### src/hdl/kwm_pkg.sv
`default_nettype none
// ----------------------------------------------------------------------------
// kwm_pkg: shared types for the k-way sorted merge
// request and result payloads, heap commands and sequencer state codes
// ----------------------------------------------------------------------------
package kwm_pkg;

	localparam int MAX_LISTS_DEF = 16;
	localparam int CFG_W         = 5;
	localparam int VAL_W         = 32;
	localparam int OUT_ROW_W     = 4;

	localparam logic [CFG_W-1:0] NUM_LISTS_RST = 5'd16;

	typedef struct packed {
		logic signed [VAL_W-1:0] value;
		logic                    exhausted;
	} in_item_t;

	typedef struct packed {
		logic signed [VAL_W-1:0] out_value;
		logic [OUT_ROW_W-1:0]    out_row;
		logic                    merge_done;
	} out_item_t;

	typedef enum logic [1:0] {
		HOP_INSERT,
		HOP_REPLACE,
		HOP_POP
	} heap_op_t;

	typedef struct packed {
		logic     start;
		heap_op_t op;
	} heap_req_t;

	typedef struct packed {
		logic busy;
		logic done;
	} heap_stat_t;

	typedef enum logic [2:0] {
		H_IDLE,
		H_POP_RD,
		H_POP_LD,
		H_DN_RD,
		H_DN_C1,
		H_DN_C2,
		H_UP_RD,
		H_UP_C
	} heap_state_t;

	typedef enum logic [1:0] {
		T_IDLE,
		T_HEAP,
		T_EMIT
	} top_state_t;

endpackage
`default_nettype wire

### src/hdl/k_way_sorted_merge.sv
`default_nettype none
// ----------------------------------------------------------------------------
// k_way_sorted_merge: merge of up to MAX_LISTS ascending streams
// min-heap of list heads, one result per merge step
// ----------------------------------------------------------------------------
// usage
//   item channel (valid/ready): a load phase takes one request per list in
//   list order 0..num_lists-1, then each request is the next element (or the
//   exhausted mark) of the list named by the last result's out_row
//   result channel (valid/ready): smallest head and its list, or merge_done
//   once every list is exhausted, after which loading starts over
//   cfg_we/cfg_data writes num_lists (0 acts as 1, above MAX_LISTS clamps)
// sequencing
//   one request at a time: item_ready is low while the heap sequencer runs
//   load request: a parent read and a compare per level climbed, no heap work
//   for an exhausted mark; the last one adds the emit state, result valid after it
//   merge request: child reads, child compare and carry compare per level
//   descended, a last-entry read and load first for an exhausted mark, then
//   the emit state; all around the single key comparator and registered read ports
// reset
//   back in the load phase, heap empty, num_lists = 16
// stall
//   a result waits in the output register; the next request is still taken,
//   and only its own result waits until the register is free
// ----------------------------------------------------------------------------
module k_way_sorted_merge import kwm_pkg::*; #(
	parameter int MAX_LISTS = MAX_LISTS_DEF
) (
	input  wire logic             clk,
	input  wire logic             arst_n,
	input  wire logic             cfg_we,
	input  wire logic [CFG_W-1:0] cfg_data,
	input  wire logic             item_valid,
	output logic                  item_ready,
	input  wire in_item_t         item,
	output logic                  result_valid,
	input  wire logic             result_ready,
	output out_item_t             result
);

	localparam int ROW_W = $clog2(MAX_LISTS);
	localparam int CNT_W = $clog2(MAX_LISTS + 1);
	localparam int EFF_W = (CNT_W > CFG_W) ? CNT_W : CFG_W;

	top_state_t state_q, state_d;

	logic [CFG_W-1:0] num_lists_q;
	logic [CNT_W-1:0] heap_count_q;
	logic [CFG_W-1:0] load_cnt_q;
	logic             merging_q;
	logic [ROW_W-1:0] exp_row_q;
	logic             pend_emit_q;
	logic             result_valid_q;
	out_item_t        result_q;

	// heap sequencer interface
	heap_req_t               hreq;
	heap_stat_t              hstat;
	logic [ROW_W-1:0]        h_row;
	logic [CNT_W-1:0]        h_count;
	logic signed [VAL_W-1:0] root_value;
	logic [ROW_W-1:0]        root_row;

	logic [EFF_W-1:0] nl_ext, eff_lists;
	logic [CFG_W-1:0] load_next;
	logic             load_end;
	logic             can_ins;
	logic             accept;
	logic             emit_fire;

	// effective list count with clamping of out-of-range settings
	assign nl_ext    = EFF_W'(num_lists_q);
	assign eff_lists = (nl_ext == '0) ? EFF_W'(1) :
		(nl_ext > EFF_W'(MAX_LISTS)) ? EFF_W'(MAX_LISTS) : nl_ext;

	assign load_next = load_cnt_q + CFG_W'(1);
	assign load_end  = EFF_W'(load_next) >= eff_lists;
	assign can_ins   = !item.exhausted && (heap_count_q < CNT_W'(MAX_LISTS));

	assign item_ready = (state_q == T_IDLE);
	assign accept     = item_valid && item_ready;
	assign emit_fire  = (state_q == T_EMIT) && (!result_valid_q || result_ready);

	kwm_heap #(.MAX_LISTS(MAX_LISTS)) u_heap (
		.clk        (clk),
		.arst_n     (arst_n),
		.req        (hreq),
		.elem_value (item.value),
		.elem_row   (h_row),
		.count      (h_count),
		.stat       (hstat),
		.root_value (root_value),
		.root_row   (root_row)
	);

	// phase control and heap command issue
	always_comb begin
		state_d    = state_q;
		hreq.start = 1'b0;
		hreq.op    = HOP_INSERT;
		h_row      = merging_q ? exp_row_q : ROW_W'(load_cnt_q);
		h_count    = heap_count_q;
		case (state_q)
			T_IDLE: begin
				if (accept) begin
					if (!merging_q) begin
						if (can_ins) begin
							hreq.start = 1'b1;
							state_d    = T_HEAP;
						end else if (load_end) begin
							state_d = T_EMIT;
						end
					end else if (heap_count_q != '0) begin
						hreq.start = 1'b1;
						if (item.exhausted) begin
							// drop the root, last entry refills it
							hreq.op = HOP_POP;
							h_count = heap_count_q - CNT_W'(1);
						end else begin
							hreq.op = HOP_REPLACE;
						end
						state_d = T_HEAP;
					end else begin
						state_d = T_EMIT;
					end
				end
			end
			T_HEAP: begin
				if (hstat.done) begin
					state_d = pend_emit_q ? T_EMIT : T_IDLE;
				end
			end
			T_EMIT: begin
				if (emit_fire) begin
					state_d = T_IDLE;
				end
			end
			default: state_d = T_IDLE;
		endcase
	end

	always_ff @(posedge clk or negedge arst_n) begin
		if (!arst_n) begin
			state_q        <= T_IDLE;
			num_lists_q    <= NUM_LISTS_RST;
			heap_count_q   <= '0;
			load_cnt_q     <= '0;
			merging_q      <= 1'b0;
			exp_row_q      <= '0;
			pend_emit_q    <= 1'b0;
			result_valid_q <= 1'b0;
		end else begin
			state_q <= state_d;
			if (cfg_we) begin
				num_lists_q <= cfg_data;
			end
			if (accept) begin
				if (!merging_q) begin
					load_cnt_q  <= load_next;
					pend_emit_q <= load_end;
					if (can_ins) begin
						heap_count_q <= heap_count_q + CNT_W'(1);
					end
				end else begin
					pend_emit_q <= 1'b1;
					if (item.exhausted && (heap_count_q != '0)) begin
						heap_count_q <= heap_count_q - CNT_W'(1);
					end
				end
			end
			if (emit_fire) begin
				if (heap_count_q == '0) begin
					// all lists drained: back to loading
					merging_q  <= 1'b0;
					load_cnt_q <= '0;
					exp_row_q  <= '0;
				end else begin
					merging_q <= 1'b1;
					exp_row_q <= root_row;
				end
			end
			if (emit_fire) begin
				result_valid_q <= 1'b1;
			end else if (result_ready) begin
				result_valid_q <= 1'b0;
			end
		end
	end

	// output register
	always_ff @(posedge clk) begin
		if (emit_fire) begin
			if (heap_count_q == '0) begin
				result_q.out_value  <= '0;
				result_q.out_row    <= '0;
				result_q.merge_done <= 1'b1;
			end else begin
				result_q.out_value  <= root_value;
				result_q.out_row    <= OUT_ROW_W'(root_row);
				result_q.merge_done <= 1'b0;
			end
		end
	end

	assign result_valid = result_valid_q;
	assign result       = result_q;

`ifndef SYNTHESIS
	a_idle_heap_quiet: assert property (@(posedge clk) disable iff (!arst_n)
		(state_q == T_IDLE) |-> !hstat.busy)
		else $error("heap sequencer busy while accepting requests");

	a_done_in_heap: assert property (@(posedge clk) disable iff (!arst_n)
		hstat.done |-> (state_q == T_HEAP))
		else $error("heap done outside of heap wait");

	a_merge_step_runs: assert property (@(posedge clk) disable iff (!arst_n)
		(accept && merging_q && (heap_count_q != '0)) |=> (state_q == T_HEAP))
		else $error("merge request did not start the heap sequencer");

	a_done_restarts: assert property (@(posedge clk) disable iff (!arst_n)
		(emit_fire && (heap_count_q == '0)) |=>
		(!merging_q && (load_cnt_q == '0) && result_valid && result.merge_done))
		else $error("empty heap did not end the merge");
`endif

endmodule
`default_nettype wire

### src/hdl/kwm_cmp.sv
`default_nettype none
// ----------------------------------------------------------------------------
// kwm_cmp: heap key comparator
// key order is signed value first, then list number
// ----------------------------------------------------------------------------
module kwm_cmp import kwm_pkg::*; #(
	parameter int ROW_W = 4
) (
	input  wire logic signed [VAL_W-1:0] a_value,
	input  wire logic [ROW_W-1:0]        a_row,
	input  wire logic signed [VAL_W-1:0] b_value,
	input  wire logic [ROW_W-1:0]        b_row,
	output logic                         a_less
);

	assign a_less = (a_value < b_value) || ((a_value == b_value) && (a_row < b_row));

endmodule
`default_nettype wire

### src/hdl/kwm_heap.sv
`default_nettype none
// ----------------------------------------------------------------------------
// kwm_heap: min-heap store and sift sequencer
// hole-based sift-up and sift-down around one shared key comparator
// ----------------------------------------------------------------------------
module kwm_heap import kwm_pkg::*; #(
	parameter int MAX_LISTS = MAX_LISTS_DEF,
	localparam int ROW_W    = $clog2(MAX_LISTS),
	localparam int CNT_W    = $clog2(MAX_LISTS + 1)
) (
	input  wire logic                    clk,
	input  wire logic                    arst_n,
	input  wire heap_req_t               req,
	input  wire logic signed [VAL_W-1:0] elem_value,
	input  wire logic [ROW_W-1:0]        elem_row,
	input  wire logic [CNT_W-1:0]        count,
	output heap_stat_t                   stat,
	output logic signed [VAL_W-1:0]      root_value,
	output logic [ROW_W-1:0]             root_row
);

	localparam int IDX_W = ROW_W;
	localparam int ENT_W = VAL_W + ROW_W;
	localparam int LW    = IDX_W + 2;

	heap_state_t state_q, state_d;

	logic [ENT_W-1:0] mem [MAX_LISTS];
	logic [ENT_W-1:0] rd_a_q, rd_b_q;
	logic [ENT_W-1:0] carry_q, child_q, root_q;
	logic [IDX_W-1:0] child_idx_q;
	logic [IDX_W-1:0] i_q;
	logic [CNT_W-1:0] n_q;

	logic             we;
	logic [IDX_W-1:0] wa, ra, rb;
	logic [ENT_W-1:0] wd;
	logic             done;

	logic [ENT_W-1:0] cmp_a, cmp_b;
	logic             less;

	logic [LW-1:0]    l_ext, r_ext, n_ext;
	logic             has_l, has_r;
	logic [IDX_W-1:0] par;

	assign l_ext = {1'b0, i_q, 1'b1};
	assign r_ext = l_ext + LW'(1);
	assign n_ext = LW'(n_q);
	assign has_l = l_ext < n_ext;
	assign has_r = r_ext < n_ext;
	assign par   = (i_q - IDX_W'(1)) >> 1;

	kwm_cmp #(.ROW_W(ROW_W)) u_cmp (
		.a_value (cmp_a[ENT_W-1 -: VAL_W]),
		.a_row   (cmp_a[ROW_W-1:0]),
		.b_value (cmp_b[ENT_W-1 -: VAL_W]),
		.b_row   (cmp_b[ROW_W-1:0]),
		.a_less  (less)
	);

	always_comb begin
		state_d = state_q;
		we      = 1'b0;
		wa      = '0;
		wd      = carry_q;
		ra      = '0;
		rb      = '0;
		done    = 1'b0;
		cmp_a   = rd_b_q;
		cmp_b   = rd_a_q;
		case (state_q)
			H_IDLE: begin
				if (req.start) begin
					case (req.op)
						HOP_INSERT:  state_d = H_UP_RD;
						HOP_REPLACE: state_d = H_DN_RD;
						HOP_POP:     state_d = H_POP_RD;
						default:     state_d = H_IDLE;
					endcase
				end
			end
			H_POP_RD: begin
				// last entry becomes the hole filler
				ra      = n_q[IDX_W-1:0];
				state_d = H_POP_LD;
			end
			H_POP_LD: begin
				state_d = H_DN_RD;
			end
			H_DN_RD: begin
				if (has_l) begin
					ra      = l_ext[IDX_W-1:0];
					rb      = has_r ? r_ext[IDX_W-1:0] : l_ext[IDX_W-1:0];
					state_d = H_DN_C1;
				end else begin
					we      = 1'b1;
					wa      = i_q;
					done    = 1'b1;
					state_d = H_IDLE;
				end
			end
			H_DN_C1: begin
				// right child against left child
				state_d = H_DN_C2;
			end
			H_DN_C2: begin
				cmp_a = child_q;
				cmp_b = carry_q;
				we    = 1'b1;
				wa    = i_q;
				if (less) begin
					wd      = child_q;
					state_d = H_DN_RD;
				end else begin
					done    = 1'b1;
					state_d = H_IDLE;
				end
			end
			H_UP_RD: begin
				if (i_q == '0) begin
					we      = 1'b1;
					done    = 1'b1;
					state_d = H_IDLE;
				end else begin
					ra      = par;
					state_d = H_UP_C;
				end
			end
			H_UP_C: begin
				cmp_a = carry_q;
				cmp_b = rd_a_q;
				we    = 1'b1;
				wa    = i_q;
				if (less) begin
					wd      = rd_a_q;
					state_d = H_UP_RD;
				end else begin
					done    = 1'b1;
					state_d = H_IDLE;
				end
			end
			default: state_d = H_IDLE;
		endcase
	end

	always_ff @(posedge clk or negedge arst_n) begin
		if (!arst_n) begin
			state_q <= H_IDLE;
		end else begin
			state_q <= state_d;
		end
	end

	always_ff @(posedge clk) begin
		case (state_q)
			H_IDLE: begin
				if (req.start) begin
					carry_q <= {elem_value, elem_row};
					n_q     <= count;
					i_q     <= (req.op == HOP_INSERT) ? count[IDX_W-1:0] : '0;
				end
			end
			H_POP_LD: carry_q <= rd_a_q;
			H_DN_C1: begin
				if (has_r && less) begin
					child_q     <= rd_b_q;
					child_idx_q <= r_ext[IDX_W-1:0];
				end else begin
					child_q     <= rd_a_q;
					child_idx_q <= l_ext[IDX_W-1:0];
				end
			end
			H_DN_C2: begin
				if (less) begin
					i_q <= child_idx_q;
				end
			end
			H_UP_C: begin
				if (less) begin
					i_q <= par;
				end
			end
			default: ;
		endcase
	end

	// heap store, two registered read ports, root mirrored in a register
	always_ff @(posedge clk) begin
		if (we) begin
			mem[wa] <= wd;
		end
		if (we && (wa == '0)) begin
			root_q <= wd;
		end
		rd_a_q <= mem[ra];
		rd_b_q <= mem[rb];
	end

	assign stat.busy  = (state_q != H_IDLE);
	assign stat.done  = done;
	assign root_value = root_q[ENT_W-1 -: VAL_W];
	assign root_row   = root_q[ROW_W-1:0];

endmodule
`default_nettype wire

### config.mk
export PLATFORM = sky130hd
export DESIGN_NAME = k_way_sorted_merge
export DESIGN_NICKNAME = d
export VERILOG_FILES = /design/src/hdl/kwm_pkg.sv /design/src/hdl/k_way_sorted_merge.sv /design/src/hdl/kwm_cmp.sv /design/src/hdl/kwm_heap.sv
export SDC_FILE = /design/constraint.sdc
export NUM_CORES = 1
export LEC_CHECK = 0
export BUFFER_PORTS_ARGS = -buffer_cell sky130_fd_sc_hd__clkbuf_2
export CAP_MARGIN = 5
export CORE_ASPECT_RATIO = 0.75
export CORE_MARGIN = 2
export CORE_UTILIZATION = 25
export CTS_BUF_LIST = sky130_fd_sc_hd__clkbuf_4 sky130_fd_sc_hd__clkbuf_8 sky130_fd_sc_hd__clkbuf_16
export CTS_CLUSTER_SIZE = 14
export DETAILED_ROUTE_END_ITERATION = 12
export PLACE_DENSITY = 0.41
export SYNTH_ARGS = -nofsm -noshare
export SYNTH_HDL_FRONTEND = slang
export SYNTH_SLANG_ARGS = --single-unit
### constraint.sdc
create_clock -name clk -period 5.3 [get_ports clk]
set_input_delay 0.265 -clock clk [delete_from_list [all_inputs] [get_ports clk]]
set_output_delay 0.265 -clock clk [all_outputs]
set_load 0.02 [all_outputs]
# After elaboration in Yosys (flattened, before gate mapping)
# Memories as Yosys holds them, arrays and structs flattened. A register that Yosys moved wholly into a read port is not among the register bits.
# Cells that the tools add are included.
# word_totals
elab_cells,154
ramBits,576
n_memories,1
ff_bits,185
# op_classes
n_mux,73
reduce_logical,29
add_sub_neg,5
n_eq_ne,20
n_lt_le_gt_ge,7
# memory_table
name,words,width,read_ports,rd_clocked_by_memory_dff,wr,line_no,source
u_heap.mem,16,36,2,2,1,kwm_heap.sv:28,logic [ENT_W-1:0] mem [MAX_LISTS];
# op_table
cell,count
36-bit case mux with 2 select lines,3
36-bit two-way mux,5
5-bit two-way mux,14
4-bit two-way mux,12
32-bit == test,1
32-bit < comparator,1
3-bit two-way mux,8
3-bit case mux with 8 select lines,1
4-bit case mux with 3 select lines,2
2-bit two-way mux,11
"3-bit == test, second input constant",4
1-bit two-way mux,12
"5-bit by 1-bit adder with 5-bit output, second input constant",2
5-bit logical NOT,2
"2-bit by 1-bit inequality test with 1-bit output, second input constant",5
3-bit case mux with 3 select lines,1
4-bit logical NOT,2
4-bit case mux with 2 select lines,1
4-bit AND reduction,2
1-bit logical AND,7
"5-bit by 1-bit adder with 6-bit output, second input constant",1
"3-bit by 2-bit == test with 1-bit output, second input constant",2
6-bit by 5-bit < comparator with 1-bit output,1
1-bit case mux with 3 select lines,2
other kinds (23),32

# Longest topological paths before layout
# Gate-level depths: netlist of the first run.
# depth
ltp_word,10
depth_mapped,19

# By module
# Synthesis of the first run repeated with hierarchy kept, for this count alone.
# hier_totals
cells_unflattened,3327
hier_area_um2,39381.5
# by_module_without_submodules
module,cells_each,area_per_inst_um2,instances
kwm_heap,2978,35616.7,1
k_way_sorted_merge,223,2836.5,1
kwm_cmp,126,928.4,1

# Worst setup path before layout of the first run
# Ideal clock, no wire load.
# synth_path
path_kind,flip-flop to flip-flop
start,register u_heap.i_q[0]
end,memory u_heap.mem[2][0] (netlist bit) (enable)
setup_ns,0.474
t_arrival_ns,5.179
setup_slack_ns,-0.354
synth_period_minus_slack_ns,5.654
path_stages_with_launch,15
t_required_ns,4.826
path_cell_list,edfxtp_1 -> clkbuf_1 -> inv_1 -> buf_2 -> clkbuf_1 -> buf_2 -> buf_1 -> ha_1 -> nand2b_1 -> a21oi_1 -> o21a_1 -> o21ai_0 -> nor2_1 -> nand2_1 -> nor3_1
# synth_between
elab_chain_cells,5
# synth_rtl
element,line_no,source
from (decl),kwm_heap.sv:32,logic [IDX_W-1:0] i_q;
from (signal assigned),kwm_heap.sv:161,i_q <= (req.op == HOP_INSERT) ? count[IDX_W-1:0] : '0;
from (signal assigned),kwm_heap.sv:176,i_q <= child_idx_q;
from (signal assigned),kwm_heap.sv:181,i_q <= par;
5-bit < comparator or 4-bit logical NOT (tied branches),"kwm_heap.sv:50, kwm_heap.sv:121",
1-bit two-way mux (on tied branches),"kwm_heap.sv:92, kwm_heap.sv:121",
1-bit case mux with 3 select lines,kwm_heap.sv:72,case (state_q)
1-bit two-way mux,kwm_heap.sv:190,if (we) begin
1-bit two-way mux (implied by the code),kwm_heap.sv:191,mem[wa] <= wd;
to (decl),kwm_heap.sv:28,
# Several ways; a longest one is shown, not always the timed one.

# Worst setup path in the final report of the first run
# layout_path
start,register u_heap.state_q[2]
end,memory u_heap.mem[13][27] (netlist bit) (data pin)
# layout_between
elab_chain_cells,7
# layout_rtl
element,line_no,source
from (decl),kwm_heap.sv:26,"heap_state_t state_q, state_d;"
from (signal assigned),kwm_heap.sv:151,state_q <= state_d;
"parallel branches: the longest is 6 deep, another holds 32-bit < comparator",n/a,
36-bit case mux with 2 select lines *,kwm_heap.sv:72,
named net u_heap.wd[27],kwm_heap.sv:37,logic [ENT_W-1:0] wd;
# Mark *: on every way through the listed nets, which the timed path passes.

==> results of run 1 <==
==> cell usage in the layout, fill, tap and decap left out, types with 77 or more instances in the layout <==
cell type / synthesis / final
edfxtp_1: 698 / 698
nor2_1: 121 / 103
buf_4: 6 / 100
nand3_1: 374 / 370
nor3_1: 153 / 149
nand2_1: 837 / 835
o21ai_0: 83 / 83
clkbuf_2: 1 / 81
clkbuf_16: 0 / 94
mux2_2: 139 / 139
a21oi_1: 78 / 77
a31oi_1: 125 / 124
mux2i_1: 79 / 79
==> logic make-up (layout without fill, tap and decap cells) <==
family,after synthesis,in the layout
fa+ha+maj,56,56
flops,797,797
mux,231,231
xor+xnor,17,17
buf+inv,306,451
other cells,0,3
simple gates,1710,1710
compound gates,556,556
==> cells in the mapped netlist, types with 27 or more instances <==
master / count
mux2i_1: 79
buf_2: 89
edfxtp_1: 698
mux2_2: 139
a21oi_1: 78
a32oi_1: 36
and2_1: 41
nor4_1: 41
nor2_1: 121
o22ai_1: 60
nand3_1: 374
o21ai_0: 83
a31oi_1: 125
ha_1: 56
nand2b_1: 54
nor3_1: 153
o31ai_1: 27
clkbuf_1: 156
or3_1: 48
nand2_1: 837
dfxtp_1: 72
==> power by group through the flow <==
stage | sequential, W | clock [W] | combinational, W
finish | 0.00990 | 0.00656 | 0.0128
global route | 0.00997 | 0.00694 | 0.0138
CTS | 0.00986 | 0.00670 | 0.0127
detailed placement | 0.00996 | 0 | 0.0127
global placement | 0.0100 | 0 | 0.0127
floorplan | 0.00940 | 0 | 0.00806
==> cell type report <==
class / instances / share of cell area, %
clock buffer: 132 / 5.85
timing repair buffer: 252 / 4.65
sequential: 797 / 50.0
tap: 2095 / 5.68
clock inverter: 41 / 0.848
antenna: 3 / 0.0163
multi-input combinational: 2570 / 32.7
inverter: 26 / 0.222
==> repair_timing <==
action | in CTS | in global routing
endpoints found under the hold margin | 62 | 0
hold buffers | 43 | 0
buffers inserted | 0 | 0
==> sequential cells by signal, summed over array words and instances (netlist names), 5 cells and up <==
register / cells
u_heap.n_q: 5
u_heap.rd_b_q: 36
u_heap.carry_q: 36
u_heap.rd_a_q: 36
u_heap.mem: 576
u_heap.child_q: 36
result: 37
heap_count_q: 5
nl_ext: 5
load_cnt_q: 5
==> worst register-to-register path, cell delays in order, from the launching register on <==
cell and delay, ps:
dfrtp_1 610, nand2_4 120, nor2_4 110, buf_4 370, mux2i_1 170, ha_1 370
nand4_1 160, nor4_2 530, nand2_1 130, nand4_1 180, a31oi_1 70, buf_4 200
o21ai_4 440, buf_4 350, mux2_2 530
==> per-stage QoR <==
stage          cells  cell area [um2]  hold WS (ps)  power, W
2_1_floorplan   3673            39200         -30.6    0.0175
5_1_grt         5913            46200          9.38    0.0308
3_5_place_dp    5697            42600           387    0.0226
3_3_place_gp    5697            42600           398    0.0227
6_report        5916            46200          54.3    0.0293
4_1_cts         5913            46200          8.94    0.0293
==> worst max path at each step <==
stage / startpoint / endpoint / slack (ps) / cells after the start
2_1_floorplan: u_heap.i_q[0]$_DFFE_PP_ / u_heap.mem[10][0]$_DFFE_PP_ / 610 / 14
4_1_cts: u_heap.state_q[2]$_DFFE_PN0N_ / u_heap.mem[13][31]$_DFFE_PP_ / 610 / 14
5_1_grt: u_heap.state_q[2]$_DFFE_PN0N_ / u_heap.mem[13][31]$_DFFE_PP_ / 340 / 14
6_report: u_heap.state_q[2]$_DFFE_PN0N_ / u_heap.mem[13][27]$_DFFE_PP_ / 650 / 14
3_3_place_gp: u_heap.state_q[2]$_DFFE_PN0N_ / u_heap.mem[2][24]$_DFFE_PP_ / 660 / 14
3_5_place_dp: u_heap.state_q[2]$_DFFE_PN0N_ / u_heap.mem[1][31]$_DFFE_PP_ / 640 / 14
==> layer usage <==
layer  part of all wire (%)  wire, um  global-route usage, %
met5                  0.016        27                      0
met4                    2.6      4260                   5.22
met3                    8.8     14400                   3.85
met2                     41     67000                   28.0
met1                     48     78200                   30.9
==> impl_metrics.json, run 1 <==
{
  "dp_hpwl_um": 96200,
  "root_buffer": "clkbuf_16",
  "ir_drop_mv": 0.649,
  "fmax_mhz": 215,
  "reg2reg_from": "u_heap.state_q[2]$_DFFE_PN0N_",
  "mappedNetlistArea_um2": 39200,
  "finalSetupViolCount": 0,
  "synth.area.top_cells": "edfxtp_1 53%, nand2_1 8.0%, nand3_1 4.8%",
  "leakagePower_nw": 16.2,
  "io_pins": 82,
  "hp-start": "item[16]",
  "drv_slew": 0,
  "drc_errors": 0,
  "dieArea_um2": 160000,
  "cts_tree": "done",
  "crit_path_frequent_cell": "buf_4",
  "path_delay_family": "simple AND/OR/NAND/NOR gates",
  "synth_compound_area_share_pct": 9.44,
  "hold_violations": 0,
  "async_flop_share_pct": 3.39,
  "setup_ws_ps": 654,
  "grt.total_usage_pct": 20.0,
  "finalSetupTns_ps": 0,
  "dr.pass1.iters": 6,
  "multi_input_area_um2": 15100,
  "fin_crit_ps": 4650,
  "yosysWarningCount": 0,
  "synth-simple-area-share_pct": 19.6,
  "clk_pin_slew_ps": 70,
  "fillers": 15900,
  "start_util_pct": 25.2,
  "port-buffer-count": 81,
  "end_kind": "flop",
  "grt_max_degree": 121,
  "antenna_found_initial": 7,
  "cp_data_arrival_time_ps": 5030,
  "cts_made_buffers": 93,
  "synth-seq-cells": 797,
  "crit_chain": "nand2_4, nor2_4, buf_4, mux2i_1, ha_1, nand4_1, nor4_2, nand2_1, nand4_1, a31oi_1, buf_4, o21ai_4, buf_4, mux2_2",
  "slowest_delay_ps": 610,
  "r2r_setup_slack_ps": 650,
  "ctsResizeCount": 0,
  "chipHeight_um": 347,
  "final_nets": 3839,
  "cellPowerDensity_nw_per_um2": 634,
  "reg2reg_depth": 14,
  "synth-xor-area-share_pct": 0.380,
  "ys_seq_area_share_pct": 58.9,
  "p_sw_w": 0.0126,
  "synth_flop_cell": "edfxtp_1",
  "h-tree-depth": 3,
  "synth_top_family_by_area": "simple AND/OR/NAND/NOR gates",
  "worstPathRequired_ps": 5680,
  "tightest_slew_ps": 924,
  "vias_per_cell": 5.26,
  "synth_mux_area_share_pct": 6.51,
  "critPathBufInv": 3,
  "fp.coreArea_um2": 155000,
  "maxCapViolCount": 0,
  "holdCritPathClass": "in -> reg",
  "internal_power_w": 0.0167,
  "yosysTopAreaCellShare_pct": 53.5,
  "ant_nets": 0,
  "synth_top_cell_by_area": "edfxtp_1",
  "syn_area_per_cell_um2": 10.7,
  "worstSetupPathType": "reg -> reg",
  "regArea_um2": 23100,
  "worstReg2RegEnd": "u_heap.mem[13][27]$_DFFE_PP_",
  "cts_buffer_depth": 3,
  "skew_ps": 32.5,
  "status": "complete, no violations",
  "vias": 31100,
  "grt_first_pass_wirelength_um": 230000,
  "drt-initial-drc-count": 4209,
  "gp_congestion": 0.830,
  "rsz0062_at_grt": "false",
  "slew-limit-headroom_pct": 38.4,
  "p_comb_share_pct": 43.8,
  "swShare_pct": 42.9,
  "final_util_pct": 29.7,
  "power_frac_clock_pct": 22.4,
  "synth_cell_types": 72,
  "cp_slowest_cell": "dfrtp_1",
  "seqPwrFrac_pct": 33.8,
  "synthAdderAreaFrac_pct": 1.79,
  "finalWirelength_um": 164000,
  "fp-row-count": 125,
  "place_ws_ps": 643,
  "critPathMaxFanout": 21,
  "syn-instance-count": 3673,
  "grt_pass1_vias": 29200,
  "grt-ovfl-total": 0,
  "start_kind": "flop",
  "synth_nets": 3772,
  "hold_path_depth": 2,
  "clk_latency_ps": 700,
  "holdPathEnd": "u_heap.carry_q[19]$_DFFE_PP_",
  "min_period_over_period_pct": 87.7,
  "drive_gt1_share_pct": 15.2,
  "synth_edf_count": 698,
  "dieWidth_um": 461,
  "numClockSinks": 797,
  "wl_per_cell_um": 27.7,
  "syn2layout_area_growth_pct": 17.8
}
Note: power is estimated with default switching activity, not from simulation.
==> inputs of run 2 (changes only) <==
- CTS_CLUSTER_SIZE: 14 -> 24
- MAX_ROUTING_LAYER: not set -> met4
==> impl_metrics.json, run 2 (synthesis results as in run 1) <==
{
  "status": "complete, no violations",
  "fillers": 15900,
  "regArea_um2": 23100,
  "numClockSinks": 797,
  "path_delay_family": "simple AND/OR/NAND/NOR gates",
  "port-buffer-count": 81,
  "worstSetupPathType": "reg -> reg",
  "maxCapViolCount": 0,
  "clk_latency_ps": 710,
  "grt_first_pass_wirelength_um": 230000,
  "holdPathEnd": "u_heap.carry_q[19]$_DFFE_PP_",
  "seqPwrFrac_pct": 33.8,
  "min_period_over_period_pct": 88.7,
  "vias": 31200,
  "grt-ovfl-total": 0,
  "internal_power_w": 0.0167,
  "drc_errors": 0,
  "antenna_found_initial": 7,
  "leakagePower_nw": 16.2,
  "dr.pass1.iters": 6,
  "crit_chain": "nand2_4, nor2_4, buf_4, mux2i_1, ha_1, nand4_1, nor4_2, nand2_1, nand4_1, a31oi_1, buf_4, o21ai_4, buf_4, mux2_2",
  "multi_input_area_um2": 15100,
  "finalSetupTns_ps": 0,
  "grt_pass1_vias": 29200,
  "hp-start": "item[16]",
  "finalWirelength_um": 164000,
  "clk_pin_slew_ps": 70,
  "grt_max_degree": 121,
  "fmax_mhz": 213,
  "finalSetupViolCount": 0,
  "gp_congestion": 0.844,
  "reg2reg_depth": 14,
  "io_pins": 82,
  "final_nets": 3839,
  "critPathBufInv": 3,
  "syn2layout_area_growth_pct": 17.8,
  "cp_slowest_cell": "dfrtp_1",
  "drive_gt1_share_pct": 15.2,
  "worstPathRequired_ps": 5680,
  "reg2reg_from": "u_heap.state_q[2]$_DFFE_PN0N_",
  "dp_hpwl_um": 96200,
  "place_ws_ps": 643,
  "fp.coreArea_um2": 155000,
  "cellPowerDensity_nw_per_um2": 634,
  "grt.total_usage_pct": 20.6,
  "final_common_cell": "nand2_1",
  "slowest_delay_ps": 610,
  "swShare_pct": 42.9,
  "ant_nets": 0,
  "dieArea_um2": 160000,
  "r2r_setup_slack_ps": 600,
  "h-tree-depth": 3,
  "hold_ws_ps": 47.2,
  "skew_ps": 34.9,
  "largest_register_ff_count": 576,
  "postCtsSetupBuffers": 0,
  "fp-row-count": 125,
  "fin_crit_ps": 4700,
  "place_inst": 5697,
  "drt-initial-drc-count": 4177,
  "rsz0062_at_grt": "false",
  "hold_violations": 0,
  "start_util_pct": 25.2,
  "slew-limit-headroom_pct": 37.9,
  "vias_per_cell": 5.27,
  "critPathMaxFanout": 21,
  "instances_no_fill": 5916,
  "wl_per_cell_um": 27.7,
  "cp_data_arrival_time_ps": 5080,
  "top_register": "u_heap.mem",
  "holdCritPathClass": "in -> reg",
  "setup_ws_ps": 598,
  "end_kind": "flop",
  "hold_path_depth": 2,
  "final_cell_mix": "835 x nand2_1, 698 x edfxtp_1, 370 x nand3_1, 149 x nor3_1, 139 x mux2_2",
  "cts_tree": "done",
  "ir_drop_mv": 0.642,
  "drv_slew": 0,
  "p_sw_w": 0.0126,
  "cts_made_buffers": 93,
  "dieWidth_um": 461,
  "crit_path_frequent_cell": "buf_4",
  "root_buffer": "clkbuf_16",
  "chipHeight_um": 347,
  "worstReg2RegEnd": "u_heap.mem[1][34]$_DFFE_PP_",
  "start_kind": "flop",
  "cts_buffer_depth": 3,
  "power_frac_clock_pct": 22.4,
  "p_comb_share_pct": 43.8,
  "tightest_slew_ps": 931
}
==> run 2: cell counts in the layout (fill, tap and decap cells not counted) <==
No cell type changed its count.
==> run 2: timing repair <==
action | CTS | global route
hold buffers | 43 | 0
hold endpoints to repair | 62 | 0
resized for setup | 0 | 0
==> run 2: area by class of cell <==
type / count / area share, %
sequential: 797 / 50.0
timing repair buffer: 252 / 4.65
inverter: 26 / 0.222
clock buffer: 132 / 5.85
tap: 2095 / 5.68
clock inverter: 41 / 0.848
multi-input combinational: 2570 / 32.7
antenna: 3 / 0.0163
==> run 2: layer usage <==
layer	track usage [%]	wire length (um)
met1	31.1	78600
met2	28.0	66900
met3	3.59	14200
met4	5.28	4440
met5	-	0
==> run 2: worst reg2reg max path: cells and delay by family, from the launching register on <==
family                     cells  cell delay [ps]
AOI/OAI and AO/OA              2              510
DFF                            1              610
buffers and inverters          3              930
muxes                          2              690
adders and majority gates      1              370
and+or+nand+nor                6             1260
==> run 2: power groups by stage <==
stage	logic, W	clock network, W	registers [W]
after floorplan	0.00806	0	0.00940
after global placement	0.0127	0	0.0100
after detailed placement	0.0127	0	0.00996
after CTS	0.0127	0.00670	0.00986
after global routing	0.0138	0.00694	0.00997
final	0.0128	0.00656	0.00989
==> run 2: how the worst max path moves through the flow <==
stage                                  startpoint                      endpoint  slack [ps]  cells after the start
floorplan                 u_heap.i_q[0]$_DFFE_PP_   u_heap.mem[10][0]$_DFFE_PP_         610                     14
global placement    u_heap.state_q[2]$_DFFE_PN0N_   u_heap.mem[2][24]$_DFFE_PP_         660                     14
detailed placement  u_heap.state_q[2]$_DFFE_PN0N_   u_heap.mem[1][31]$_DFFE_PP_         640                     14
CTS                 u_heap.state_q[2]$_DFFE_PN0N_  u_heap.mem[13][31]$_DFFE_PP_         610                     14
global route        u_heap.state_q[2]$_DFFE_PN0N_  u_heap.mem[13][31]$_DFFE_PP_         340                     14
finish              u_heap.state_q[2]$_DFFE_PN0N_   u_heap.mem[1][34]$_DFFE_PP_         600                     14
==> run 2: metrics by stage <==
step	util, %	total power, W	cell area (um2)
after floorplan	-	0.0175	39200
after global placement	27.5	0.0227	42600
after detailed placement	27.5	0.0226	42600
after CTS	29.7	0.0293	46200
after global routing	29.7	0.0308	46200
final	29.7	0.0293	46200
